--- src/assert_macros.svh ---
// ----------------------------------------------------------------------------
// Assertion macros
// Shared helpers for the concurrent checks in the encoder modules.
// ----------------------------------------------------------------------------
`ifndef ASSERT_MACROS_SVH
`define ASSERT_MACROS_SVH

// The expression must hold at every clock edge outside reset.
`define ASSERT_ALWAYS(label, expr, msg) \
    label: assert property (@(posedge i_clk) disable iff (!i_rst_n) (expr)) else $error(msg);

// The consequent must hold whenever the antecedent holds.
`define ASSERT_IMPLIES(label, ante, cons, msg) \
    label: assert property (@(posedge i_clk) disable iff (!i_rst_n) (ante) |-> (cons)) \
        else $error(msg);

`endif

--- src/b91enc_pkg.sv ---
// ----------------------------------------------------------------------------
// b91enc_pkg
// Types and constants shared by the base-91 value encoder modules.
// ----------------------------------------------------------------------------
package b91enc_pkg;

    localparam int BYTE_W  = 8;
    localparam int DIGIT_W = 7;
    localparam int ACC_W   = 13;    // bits held between transactions
    localparam int CNT_W   = 4;     // bit count between transactions, 0 to 13
    localparam int SUM_W   = 5;     // bit count after a byte is absorbed, 8 to 21
    localparam int WIDE_W  = 21;    // accumulator width after a byte is absorbed
    localparam int X_W     = 14;    // widest value handed to the divider

    localparam int SHORT_BITS     = 13;
    localparam int LONG_BITS      = 14;
    localparam int SHORT_MIN      = 88;   // a 13-bit group must exceed this
    localparam int BASE           = 91;
    localparam int DIGIT_MAX      = 90;
    localparam int FLUSH_ONE_BITS = 7;

    // Division by 91 as multiplication by ceil(2^20 / 91); exact for x < 2^14.
    localparam int RECIP       = 11523;
    localparam int RECIP_W     = 14;
    localparam int RECIP_SHIFT = 20;
    localparam int PROD_W      = X_W + RECIP_W;

    typedef struct packed {
        logic [BYTE_W-1:0] data_byte;
        logic              end_of_message;
    } t_in_item;

    typedef struct packed {
        logic [DIGIT_W-1:0] digit_value;
        logic               last_digit;
    } t_out_item;

    // One value to split into digits: x % 91, then x / 91 when div is set.
    typedef struct packed {
        logic [X_W-1:0] x;
        logic           div;
        logic           last;
    } t_op;

    // Work for one input byte: the extracted group and the flushed remainder.
    typedef struct packed {
        logic op0_en;
        t_op  op0;
        logic op1_en;
        t_op  op1;
    } t_job;

endpackage

--- src/b91enc_front.sv ---
// ----------------------------------------------------------------------------
// b91enc_front
// Absorbs input bytes into the bit accumulator, extracts 13- or 14-bit groups
// and the flush remainder, and queues them as divider work.
// ----------------------------------------------------------------------------
`include "assert_macros.svh"

module b91enc_front import b91enc_pkg::*; (
    input  logic     i_clk,
    input  logic     i_rst_n,
    input  logic     i_valid,
    output logic     o_ready,
    input  t_in_item i_data,
    input  logic     i_queue_full,
    output logic     o_push,
    output t_job     o_job
);

    logic [ACC_W-1:0]  r_acc;
    logic [CNT_W-1:0]  r_cnt;

    logic              accept;
    logic [WIDE_W-1:0] wide_acc;
    logic [SUM_W-1:0]  sum_cnt;
    logic              extract;
    logic              take_short;
    logic [X_W-1:0]    group_val;
    logic [WIDE_W-1:0] rest_acc;
    logic [SUM_W-1:0]  rest_cnt;
    logic              flush;
    logic [ACC_W-1:0]  rest_val;

    assign o_ready = !i_queue_full;
    assign accept  = i_valid && o_ready;

    always_comb begin
        wide_acc   = WIDE_W'(r_acc) | (WIDE_W'(i_data.data_byte) << r_cnt);
        sum_cnt    = SUM_W'(r_cnt) + SUM_W'(BYTE_W);
        extract    = sum_cnt > SUM_W'(SHORT_BITS);
        take_short = wide_acc[SHORT_BITS-1:0] > SHORT_BITS'(SHORT_MIN);
        group_val  = take_short ? X_W'(wide_acc[SHORT_BITS-1:0]) : wide_acc[LONG_BITS-1:0];
        if (!extract) begin
            rest_acc = wide_acc;
            rest_cnt = sum_cnt;
        end else if (take_short) begin
            rest_acc = wide_acc >> SHORT_BITS;
            rest_cnt = sum_cnt - SUM_W'(SHORT_BITS);
        end else begin
            rest_acc = wide_acc >> LONG_BITS;
            rest_cnt = sum_cnt - SUM_W'(LONG_BITS);
        end
        rest_val = rest_acc[ACC_W-1:0];
        flush    = i_data.end_of_message && (rest_cnt != '0);
    end

    always_comb begin
        o_job.op0_en    = extract;
        o_job.op0.x     = group_val;
        o_job.op0.div   = 1'b1;
        o_job.op0.last  = i_data.end_of_message && !flush;
        o_job.op1_en    = flush;
        o_job.op1.x     = X_W'(rest_val);
        o_job.op1.div   = (rest_cnt > SUM_W'(FLUSH_ONE_BITS))
                          || (rest_val > ACC_W'(DIGIT_MAX));
        o_job.op1.last  = 1'b1;
        o_push          = accept && (extract || flush);
    end

    always_ff @(posedge i_clk) begin
        if (!i_rst_n) begin
            r_acc <= '0;
            r_cnt <= '0;
        end else if (accept) begin
            if (i_data.end_of_message) begin
                r_acc <= '0;
                r_cnt <= '0;
            end else begin
                r_acc <= rest_val;
                r_cnt <= rest_cnt[CNT_W-1:0];
            end
        end
    end

    `ASSERT_ALWAYS(a_cnt_range, r_cnt <= CNT_W'(SHORT_BITS), "bit count above 13")
    `ASSERT_ALWAYS(a_acc_clean, (r_acc >> r_cnt) == '0, "accumulator holds bits above count")

endmodule

--- src/b91enc_fifo.sv ---
// ----------------------------------------------------------------------------
// b91enc_fifo
// Short job queue between the accumulator front and the divider back.
// ----------------------------------------------------------------------------
`include "assert_macros.svh"

module b91enc_fifo import b91enc_pkg::*; #(
    parameter int DEPTH = 4
) (
    input  logic i_clk,
    input  logic i_rst_n,
    input  logic i_push,
    input  t_job i_job,
    output logic o_full,
    output logic o_head_valid,
    output t_job o_head,
    input  logic i_pop
);

    localparam int PTR_W = $clog2(DEPTH);
    localparam int CNT_W = $clog2(DEPTH + 1);

    t_job             r_mem [DEPTH];
    logic [PTR_W-1:0] r_wr_ptr;
    logic [PTR_W-1:0] r_rd_ptr;
    logic [CNT_W-1:0] r_count;

    function automatic logic [PTR_W-1:0] next_ptr(input logic [PTR_W-1:0] ptr);
        next_ptr = (ptr == PTR_W'(DEPTH - 1)) ? '0 : ptr + 1'b1;
    endfunction

    assign o_full       = r_count == CNT_W'(DEPTH);
    assign o_head_valid = r_count != '0;
    assign o_head       = r_mem[r_rd_ptr];

    always_ff @(posedge i_clk) begin
        if (i_push) begin
            r_mem[r_wr_ptr] <= i_job;
        end
    end

    always_ff @(posedge i_clk) begin
        if (!i_rst_n) begin
            r_wr_ptr <= '0;
            r_rd_ptr <= '0;
            r_count  <= '0;
        end else begin
            if (i_push) begin
                r_wr_ptr <= next_ptr(r_wr_ptr);
            end
            if (i_pop) begin
                r_rd_ptr <= next_ptr(r_rd_ptr);
            end
            if (i_push && !i_pop) begin
                r_count <= r_count + 1'b1;
            end else if (i_pop && !i_push) begin
                r_count <= r_count - 1'b1;
            end
        end
    end

    `ASSERT_IMPLIES(a_no_overflow, i_push, !o_full || i_pop, "push into a full queue")
    `ASSERT_IMPLIES(a_no_underflow, i_pop, o_head_valid, "pop from an empty queue")

endmodule

--- src/b91enc_back.sv ---
// ----------------------------------------------------------------------------
// b91enc_back
// Takes queued values one at a time, divides each by 91 in a two-stage
// reciprocal unit; emits remainder, then quotient if div, via output register.
// ----------------------------------------------------------------------------
`include "assert_macros.svh"

module b91enc_back import b91enc_pkg::*; (
    input  logic      i_clk,
    input  logic      i_rst_n,
    input  logic      i_head_valid,
    input  t_job      i_head,
    output logic      o_pop,
    output logic      o_valid,
    input  logic      i_ready,
    output t_out_item o_data
);

    logic               r_sel;
    logic               r_d_valid;
    t_op                r_d_op;
    logic               r_e_valid;
    t_op                r_e_op;
    logic [DIGIT_W-1:0] r_e_q;
    logic               r_e_phase;
    logic               r_o_valid;
    t_out_item          r_o_item;

    logic               use_op0;
    t_op                sel_op;
    logic               fetch;
    logic [PROD_W-1:0]  prod;
    logic [X_W:0]       q_times_base;
    logic [X_W:0]       rem_full;
    t_out_item          digit;
    logic               out_load;
    logic               e_emit;
    logic               e_done;
    logic               e_free;
    logic               d_move;
    logic               d_free;

    always_comb begin
        out_load = !r_o_valid || i_ready;
        e_emit   = r_e_valid && out_load;
        e_done   = e_emit && (r_e_phase || !r_e_op.div);
        e_free   = !r_e_valid || e_done;
        d_move   = r_d_valid && e_free;
        d_free   = !r_d_valid || d_move;
        fetch    = i_head_valid && d_free;
        use_op0  = i_head.op0_en && !r_sel;
        sel_op   = use_op0 ? i_head.op0 : i_head.op1;
        // The job leaves the queue with its final value.
        o_pop    = fetch && (!use_op0 || !i_head.op1_en);
    end

    always_comb begin
        prod         = PROD_W'(r_d_op.x) * PROD_W'(RECIP);
        q_times_base = (X_W + 1)'(r_e_q) * (X_W + 1)'(BASE);
        rem_full     = {1'b0, r_e_op.x} - q_times_base;
        if (r_e_phase) begin
            digit.digit_value = r_e_q;
            digit.last_digit  = r_e_op.last;
        end else begin
            digit.digit_value = rem_full[DIGIT_W-1:0];
            digit.last_digit  = r_e_op.last && !r_e_op.div;
        end
    end

    always_ff @(posedge i_clk) begin
        if (!i_rst_n) begin
            r_sel     <= 1'b0;
            r_d_valid <= 1'b0;
            r_e_valid <= 1'b0;
            r_e_phase <= 1'b0;
            r_o_valid <= 1'b0;
        end else begin
            if (o_pop) begin
                r_sel <= 1'b0;
            end else if (fetch) begin
                r_sel <= 1'b1;
            end

            if (fetch) begin
                r_d_valid <= 1'b1;
            end else if (d_move) begin
                r_d_valid <= 1'b0;
            end

            if (d_move) begin
                r_e_valid <= 1'b1;
                r_e_phase <= 1'b0;
            end else if (e_done) begin
                r_e_valid <= 1'b0;
            end else if (e_emit) begin
                r_e_phase <= 1'b1;
            end

            if (out_load) begin
                r_o_valid <= e_emit;
            end
        end
    end

    always_ff @(posedge i_clk) begin
        if (fetch) begin
            r_d_op <= sel_op;
        end
        if (d_move) begin
            r_e_op <= r_d_op;
            r_e_q  <= prod[RECIP_SHIFT +: DIGIT_W];
        end
        if (out_load && e_emit) begin
            r_o_item <= digit;
        end
    end

    assign o_valid = r_o_valid;
    assign o_data  = r_o_item;

    `ASSERT_IMPLIES(a_phase_div, r_e_valid && r_e_phase, r_e_op.div,
        "quotient phase on a value that emits one digit")
    `ASSERT_IMPLIES(a_digit_range, r_o_valid, r_o_item.digit_value <= DIGIT_W'(DIGIT_MAX),
        "digit value above 90")

endmodule

--- src/base91_value_encoder_top.sv ---
// ----------------------------------------------------------------------------
// base91_value_encoder_top
// Base-91 encoder core that turns a byte stream into base-91 digit values.
// ----------------------------------------------------------------------------
// The block takes one byte per cycle while its job queue has room and gives
// one digit per cycle on the output while it is ready, so a byte yields
// between zero and four digits: none when it only fills the accumulator, two
// when it completes a 13- or 14-bit group, and up to four on a final byte that
// also flushes. The rate is set by the single shared divide-by-91 unit, which
// emits the remainder and then the quotient of each value (only the remainder
// for a flushed value that gives one digit) and can take the next value while
// the last one is still emitting its digits. A byte's first digit passes
// through the queue, the operand register, the quotient register after the
// reciprocal multiply, then the output register. When the output stalls, the
// queue absorbs up to P_QUEUE_DEPTH jobs before the input stops accepting.
module base91_value_encoder_top import b91enc_pkg::*; #(
    parameter int P_QUEUE_DEPTH = 4
) (
    input  logic      i_clk,
    input  logic      i_rst_n,
    input  logic      i_valid,
    output logic      o_ready,
    input  t_in_item  i_data,
    output logic      o_valid,
    input  logic      i_ready,
    output t_out_item o_data
);

    logic queue_full;
    logic push;
    t_job push_job;
    logic head_valid;
    t_job head_job;
    logic pop;

    b91enc_front u_front (
        .i_clk        (i_clk),
        .i_rst_n      (i_rst_n),
        .i_valid      (i_valid),
        .o_ready      (o_ready),
        .i_data       (i_data),
        .i_queue_full (queue_full),
        .o_push       (push),
        .o_job        (push_job)
    );

    b91enc_fifo #(
        .DEPTH (P_QUEUE_DEPTH)
    ) u_fifo (
        .i_clk        (i_clk),
        .i_rst_n      (i_rst_n),
        .i_push       (push),
        .i_job        (push_job),
        .o_full       (queue_full),
        .o_head_valid (head_valid),
        .o_head       (head_job),
        .i_pop        (pop)
    );

    b91enc_back u_back (
        .i_clk        (i_clk),
        .i_rst_n      (i_rst_n),
        .i_head_valid (head_valid),
        .i_head       (head_job),
        .o_pop        (pop),
        .o_valid      (o_valid),
        .i_ready      (i_ready),
        .o_data       (o_data)
    );

endmodule
--- config.mk ---
export PLATFORM = sky130hd
export DESIGN_NAME = base91_value_encoder_top
export DESIGN_NICKNAME = d
export VERILOG_FILES = /design/src/b91enc_pkg.sv /design/src/b91enc_front.sv /design/src/b91enc_fifo.sv /design/src/b91enc_back.sv /design/src/base91_value_encoder_top.sv
export VERILOG_INCLUDE_DIRS = /design/src /design/src/src
export SDC_FILE = /design/constraint.sdc
export NUM_CORES = 1
export LEC_CHECK = 0
export ABC_AREA = 0
export ABC_CLOCK_PERIOD_IN_PS = 6100
export BUFFER_PORTS_ARGS = -buffer_cell sky130_fd_sc_hd__clkbuf_2
export CAP_MARGIN = 20
export CORE_ASPECT_RATIO = 0.7
export CORE_MARGIN = 2
export CORE_UTILIZATION = 30
export CTS_CLUSTER_SIZE = 40
export DETAILED_ROUTE_END_ITERATION = 16
export GPL_TIMING_DRIVEN = 0
export PLACE_DENSITY_LB_ADDON = 0.3
export SLEW_MARGIN = 20
export SYNTH_ARGS = -nofsm -noshare
export SYNTH_HDL_FRONTEND = slang
export SYNTH_SLANG_ARGS = --single-unit
--- constraint.sdc ---
create_clock -name i_clk -period 6.1 [get_ports i_clk]
set_input_delay 0.61 -clock i_clk [delete_from_list [all_inputs] [get_ports i_clk]]
set_output_delay 0.61 -clock i_clk [all_outputs]
set_load 0.01 [all_outputs]
* Yosys cells after proc, flatten, opt, wreduce, memory -nomap -nowiden
Memories as Yosys holds them, arrays and structs flattened. A register that Yosys moved wholly into a read port is not among the register bits.
Index checks and enable logic that the tools add are counted.
** Storage, ports and cells
- Register bits after elaboration :: 69
- Output and inout port bits :: 10
- Word-level logic and storage cells :: 102
- Memories :: 1
- Input port bits :: 13
- Bits in writable memories :: 124
** Operators by class
- $mul :: 2
- Reduce and logical (&&, ||, !) cells :: 40
- Shifts and indexed selects :: 1
- $add $sub $neg :: 8
- Bitwise operators :: 3
- Equal/unequal tests :: 3
- $lt $le $gt $ge :: 4
- Muxes and demuxes :: 21
** Memories
- u_fifo.r_mem :: words 4, width 31, read ports 1, clocked after Yosys merged registers in 1, wr ports 1, RTL line b91enc_fifo.sv:23 : t_job r_mem [DEPTH];
** Operator list (number)
- $mul A14 B14 Y27 const B :: 1
- $gt A13 B7 Y1 const B :: 2
- $mux W13 :: 2
- $or A13 B21 Y21 :: 1
- $shl A8 B4 Y21 :: 1
- $mux W16 :: 1
- $mux W8 :: 2
- $logic_and A1 B1 Y1 :: 14
- $mux W14 :: 1
- $logic_not A1 Y1 :: 11
- $mux W5 :: 2
- $sub A5 B4 Y5 const B :: 2
- $mux W2 :: 4
- $logic_or A1 B1 Y1 :: 7
- $mul A7 B7 Y7 const B :: 1
- $sub A7 B7 Y7 :: 1
- $mux W1 :: 6
- $mux W3 :: 2
- $reduce_bool A2 Y1 :: 3
- $add A4 B4 Y5 const B :: 1
- $gt A5 B3 Y1 const B :: 1
- $gt A5 B4 Y1 const B :: 1
- $reduce_bool A5 Y1 :: 1
- $add A2 B1 Y2 const B :: 2
- 9 further kinds :: 12

* Depth between registers and ports, before layout
Gate-level depths: netlist of the first run.
- Depth after elaboration :: 13
- Mapped depth :: 19
- Depth with buffers taken out :: 19

* Modules after synthesis
Synthesis of the first run repeated with hierarchy kept, for this count alone.
** Second synthesis, totals
- Cells, all modules :: 964
- Area, all modules :: 12279.3 um2
** By module, submodules not included
- b91enc_fifo :: cells an instance 222, sequential area each 4264.1 um2, times used 1, area an instance 5413.9 um2
- b91enc_back :: cells an instance 495, sequential area each 1301.2 um2, times used 1, area an instance 4969.8 um2
- b91enc_front :: cells an instance 247, sequential area each 340.3 um2, times used 1, area an instance 1895.6 um2

* Worst setup path before layout of the first run
OpenSTA, ideal clock, no wires.
- Path kind :: flip-flop to flip-flop
- Start :: reg u_back.r_d_op[5] in the netlist's numbering
- End :: reg u_back.r_e_q[6], data pin
- Arrival :: 4533 ps
- Stages on the path, launching flop included :: 20
- Setup time :: 260 ps
- Period minus slack after synthesis :: 4792 ps
- Path slack :: 1308 ps
- Buffers on the path :: 0
- Required time :: 5840 ps
- Path through :: edfxtp_1 -> ha_1 -> ha_1 -> inv_1 -> fa_1 -> fa_1 -> inv_1 -> ha_1 -> inv_1 -> fa_1 -> inv_1 -> ha_1 -> and4_1 -> a21oi_1 -> nand3_1 -> o21ai_0 -> a311oi_1 -> a211oi_1 -> o21bai_1 -> xnor2_1
** On the way
- Cells in the longest elaborated chain, start to end :: 1
** Ends and longest elaborated chain
- start: declaration :: RTL line b91enc_back.sv:21 : t_op r_d_op;
- start signal: assignment :: RTL line b91enc_back.sv:107 : r_d_op <= sel_op;
- $mul A14 B14 Y27 :: RTL line b91enc_back.sv:58 : prod = PROD_W'(r_d_op.x) * PROD_W'(RECIP);
- net u_back.prod[26] :: RTL line b91enc_back.sv:32 : logic [PROD_W-1:0] prod;
- end signal: assignment :: RTL line b91enc_back.sv:111 : r_e_q <= prod[RECIP_SHIFT +: DIGIT_W];
- end: declaration :: RTL line b91enc_back.sv:24 : logic [DIGIT_W-1:0] r_e_q;
The timed path passes the listed nets, and every way through them passes these cells.
A chain may end at the register's enable or synchronous reset.

* Worst setup path in the final report of the first run
- Start :: reg u_back.r_d_op[2] in the netlist's numbering
- End :: reg u_back.r_e_q[4], data pin
The elaborated chain is that of the path after synthesis.

==> results of run 1 <==
[cell families after synthesis]
group / synth area share
DFF: 0.4802
AOI/OAI and AO/OA: 0.07443
adders and majority gates: 0.1967
xor gates and xnor gates: 0.02123
buffers and inverters: 0.04832
and+or+nand+nor: 0.07757
muxes: 0.1015
[metrics by stage]
step,area (um2),setup slack [ns],std cells,hold WS (ns)
floorplan,11550,1.308,886,0.4003
global placement,12270,0.4235,1403,0.4070
detailed placement,12390,0.4479,1409,0.4080
CTS,12960,0.3930,1441,0.4254
global route,12980,0.05328,1442,0.4397
finish,12980,0.4744,1442,0.4268
[cells in the mapped netlist (13+ instances only)]
cell	instances
edfxtp_1	164
ha_1	124
inv_1	109
nand2_1	38
fa_1	36
mux4_2	33
dfxtp_1	31
nor2_1	29
nor2b_1	27
a21oi_1	23
xnor2_1	23
o21ai_0	22
mux2_2	20
clkbuf_1	17
and2_1	15
mux2i_1	13
[metal layers]
metal,vias to the layer above,track usage
li1,3336,-
met3,14,0.02689
met4,0,0.02962
met1,3423,0.2092
met2,149,0.1730
met5,-,0
[flip-flops by register name (all words and copies together), names as in the netlist, 2 cells and up, named ones only]
signal           cells
u_back.o_data        8
u_fifo.r_count       3
u_fifo.r_mem       124
u_back.r_e_op        9
u_front.r_cnt        4
u_front.r_acc       13
u_fifo.r_rd_ptr      2
u_back.r_e_q         7
u_fifo.r_wr_ptr      2
u_back.r_d_op       16
[path summary, 6_finish.rpt]
path,start,end,slack (ns),depth (start not counted)
worst max-delay path,u_back.r_d_op[2],u_back.r_e_q[4],0.47,19
worst min-delay path,u_back.r_d_op[0],u_back.r_e_op[0],0.43,0
worst max register to register,u_back.r_d_op[2],u_back.r_e_q[4],0.47,19
worst min register to register,u_back.r_d_op[0],u_back.r_e_op[0],0.43,0
[area by class of cell]
class	instances	area [um2]
Fill cell	3731	25230
Sequential cell	195	5545
Multi-Input combinational cell	550	5456
Tap cell	496	620.6
Clock buffer	19	464.2
Inverter	111	416.7
Timing Repair Buffer	28	219.0
Buffer	30	142.6
Clock inverter	13	112.6
[worst max-delay path: cells and delay by family, from the launching register on]
kind	cells	cell delay [ns]
buf+inv	4	0.19
simple gates	3	0.50
fa+ha+maj	7	2.73
compound gates	5	1.47
flops	1	0.54
==> results.sh, run 1 <==
export IMPL_yosysWarnings=0
export IMPL_min_path_type="register to register"
export IMPL_antenna_cells=0
export IMPL_cp_max_fo=5
export IMPL_worstSkewPairLatency_ns=0.44
export IMPL_path_class="register to register"
export IMPL_root_buffer="clkbuf_16"
export IMPL_grt_use_total=0.1295
export IMPL_cts_resized=0
export IMPL_rsz0062_at_grt="no"
export IMPL_drtIter0Drc=494
export IMPL_setup_tns_ns=0
export IMPL_crit_path_start_kind="register"
export IMPL_max_stage_delay_ns=0.66
export IMPL_worstMarginPinSlew_ns=1.025
export IMPL_status="complete, no violations"
export IMPL_maxUsedRoutingLayer="met4"
export IMPL_finClkSkew_ns=0.01182
export IMPL_post_synth_inst_count=886
export IMPL_start_util=0.3022
export IMPL_core_area_um2=38210
export IMPL_rows=60
export IMPL_hpwl_mm=18.66
export IMPL_wl_per_cell_um=17.05
export IMPL_cp_data_arrival_time_ns=5.88
export IMPL_io_buffers=21
export IMPL_viasPerCell=4.800
export IMPL_cts_sinks=195
export IMPL_antenna_found_initial=0
export IMPL_final_cell_mix="164 x edfxtp_1, 124 x ha_1, 109 x inv_1, 38 x nand2_1, 36 x fa_1"
export IMPL_utilization=0.3396
export IMPL_cts_tree="done"
export IMPL_endpoint_kind="register"
export IMPL_gp_congestion=0.9154
export IMPL_drive_gt1_frac=0.1533
export IMPL_met1Wirelength_mm=13.53
export IMPL_cts_setup_buffers=0
export IMPL_route_met2_wl_mm=9.646
export IMPL_wl_met3_mm=1.237
export IMPL_drv_cap=0
export IMPL_numCtsBuffers=17
export IMPL_slew_viol_final=0
export IMPL_synth_seq_cells=195
export IMPL_layout_commonest_cell="edfxtp_1"
export IMPL_syn_num_nets=1059
export IMPL_synth_top_area_frac=0.4264
export IMPL_hold_violations=0
export IMPL_ios=23
export IMPL_synthFlopType="edfxtp_1"
export IMPL_post_route_period_util=0.9222
export IMPL_wl_mm=24.59
export IMPL_path_clk_slew_ns=0.07
export IMPL_die_area_um2=40110
export IMPL_syn_to_final_growth_pct=12.37
export IMPL_yosysUniqueCellTypes=72
export IMPL_drc_errors=0
export IMPL_htreeDepth=4
export IMPL_num_vias=6922
export IMPL_die_h_um=168.2
export IMPL_syn_cell_area_um2=11550
export IMPL_cp_data_required_time_ns=6.35
export IMPL_synthArstFlopShare=0
export IMPL_post_route_min_period_ns=5.626
export IMPL_die_width_um=238.5
export IMPL_relSlewSlack=0.3170
export IMPL_drtAntennaViolNets=0
export IMPL_globalRouteOverflowTotal=0
export IMPL_setup_violations=0
export IMPL_dr_pass1_iters=5
export IMPL_grt_pass1_vias=6817
export IMPL_yosysSeqAreaShare=0.4802
export IMPL_fin_nets=1106
export IMPL_cp_slowest_cell="a311oi_1"
export IMPL_cp_cell_sequence="ha_1, ha_1, inv_1, fa_1, fa_1, inv_1, ha_1, inv_1, fa_1, inv_1, ha_1, and4_1, nand2_1, a21oi_1, o21ai_0, a311oi_1, a21oi_1, nand2b_1, a221oi_1"
export IMPL_ctsHoldBuffers=0
export IMPL_fmax_mhz=177.8
export IMPL_clock_path_buffers=2
export IMPL_synth_avg_cell_area_um2=13.03
export IMPL_synth_edf_count=164
export IMPL_grt_start_max_net_pins=28
export IMPL_netlist_top_cell_by_area="edfxtp_1"
export IMPL_synthTopCellsByArea="edfxtp_1 43%, ha_1 13%, mux4_2 6.4%"
export IMPL_grt_pass1_wl_mm=39.54
Power of run 1 is left out: the tool's default activity adds up to more than one toggle a clock period on the data nets, which glitch-free logic cannot reach.
==> run 2, diff against run 1 <==
Settings changed: PLACE_DENSITY from default to 0.49, PLACE_DENSITY_LB_ADDON 0.3 to default.
==> results.sh, run 2 (synthesis gave the netlist of run 1 again) <==
export IMPL_drtAntennaViolNets=0
export IMPL_layout_commonest_cell="edfxtp_1"
export IMPL_slew_viol_final=0
export IMPL_drv_cap=0
export IMPL_setup_tns_ns=0
export IMPL_num_vias=6901
export IMPL_grt_use_total=0.1298
export IMPL_fmax_mhz=174.2
export IMPL_crit_path_start_kind="register"
export IMPL_top_register="u_fifo.r_mem"
export IMPL_drive_gt1_frac=0.1524
export IMPL_clock_path_buffers=2
export IMPL_cp_cell_sequence="ha_1, ha_1, inv_1, fa_1, fa_1, inv_1, ha_1, inv_1, fa_1, inv_1, ha_1, and4_1, nand2_1, a21oi_1, o21ai_0, a311oi_1, a21oi_1, nand2b_1, a221oi_1"
export IMPL_largest_reg_flops=124
export IMPL_cts_sinks=195
export IMPL_start_util=0.3022
export IMPL_fin_nets=1105
export IMPL_hpwl_mm=19.31
export IMPL_grt_pass1_vias=6718
export IMPL_htreeDepth=4
export IMPL_post_route_min_period_ns=5.739
export IMPL_cp_slowest_cell="a311oi_1"
export IMPL_crit_buf_inv=4
export IMPL_gp_congestion=0.8782
export IMPL_cp_data_required_time_ns=6.35
export IMPL_drtIter0Drc=527
export IMPL_cp_max_fo=5
export IMPL_worstMarginPinSlew_ns=1.087
export IMPL_hold_violations=0
export IMPL_cp_top_family="adder cells"
export IMPL_post_route_period_util=0.9408
export IMPL_wl_mm=25.09
export IMPL_grt_start_max_net_pins=28
export IMPL_drc_errors=0
export IMPL_dr_pass1_iters=5
export IMPL_numCtsBuffers=17
export IMPL_cp_data_arrival_time_ns=5.98
export IMPL_globalRouteOverflowTotal=0
export IMPL_cts_setup_buffers=0
export IMPL_fillers=3721
export IMPL_core_area_um2=38210
export IMPL_relSlewSlack=0.2638
export IMPL_cts_resized=0
export IMPL_reg_largest_list="u_fifo.r_mem (124), u_back.r_d_op (16), u_front.r_acc (13)"
export IMPL_max_stage_delay_ns=0.69
export IMPL_antenna_found_initial=0
export IMPL_die_width_um=238.5
export IMPL_io_buffers=21
export IMPL_grt_pass1_wl_mm=39.50
export IMPL_reg2reg_slack_ns=0.36
export IMPL_setup_violations=0
export IMPL_viasPerCell=4.789
export IMPL_cts_tree="done"
export IMPL_path_class="register to register"
export IMPL_die_area_um2=40110
export IMPL_worstSkewPairLatency_ns=0.43
export IMPL_status="complete, no violations"
export IMPL_syn_to_final_growth_pct=12.13
export IMPL_path_clk_slew_ns=0.07
export IMPL_rsz0062_at_grt="no"
export IMPL_final_cell_mix="164 x edfxtp_1, 124 x ha_1, 109 x inv_1, 38 x nand2_1, 36 x fa_1"
export IMPL_root_buffer="clkbuf_16"
export IMPL_endpoint_kind="register"
export IMPL_wl_per_cell_um=17.41
export IMPL_die_h_um=168.2
export IMPL_min_path_type="register to register"
export IMPL_finClkSkew_ns=0.01090
export IMPL_rows=60
export IMPL_ctsHoldBuffers=0
export IMPL_antenna_cells=0
export IMPL_ios=23
-- run 2: changes by cell type in the layout (fill, tap and decap cells not counted) --
cell	change
inv_6	-3
buf_6	-2
clkbuf_2	+2
inv_4	+2
buf_1	-1
buf_8	+1
clkbuf_1	+1
clkbuf_8	-1
clkinv_2	+1
clkinvlp_4	-1
-- run 2: per-layer routing --
metal  wire length (um)  part of all wire  track usage
met3               1377             0.055      0.03361
met1              13700              0.55       0.2074
met2               9845              0.39       0.1713
met4                168            0.0067      0.02908
met5                  0                 0            0
-- run 2: per-stage QoR --
step	instance area, um2	instances	setup WS [ns]	hold slack [ns]	util
finish	12950	1441	0.3611	0.4223	0.3389
detailed placement	12390	1409	0.3373	0.4057	0.3243
floorplan	11550	886	1.308	0.4003	-
global route	12950	1441	0.03071	0.4321	0.3389
CTS	12950	1441	0.2839	0.4239	0.3388
global placement	12270	1403	0.3360	0.4051	0.3212
-- run 2: worst paths after layout --
check / endpoint / cells past startpoint / from
setup reg to reg: u_back.r_e_q[4] / 19 / u_back.r_d_op[2]
hold / removal: u_back.r_e_op[1] / 0 / u_back.r_d_op[1]
hold reg to reg: u_back.r_e_op[1] / 0 / u_back.r_d_op[1]
setup / recovery: u_back.r_e_q[4] / 19 / u_back.r_d_op[2]
-- run 2: area by class of cell --
class / count / area, um2 / share of cell area
plain buffers: 30 / 145.1 / 0.01121
clock buffers: 20 / 457.9 / 0.03536
clock inverters: 12 / 96.34 / 0.007440
inverters: 111 / 416.7 / 0.03217
multi-input cells: 550 / 5456 / 0.4214
flip-flops and latches: 195 / 5545 / 0.4282
well taps: 496 / 620.6 / 0.04792
repair buffers: 27 / 211.5 / 0.01633
Power of run 2 is left out for the same reason.
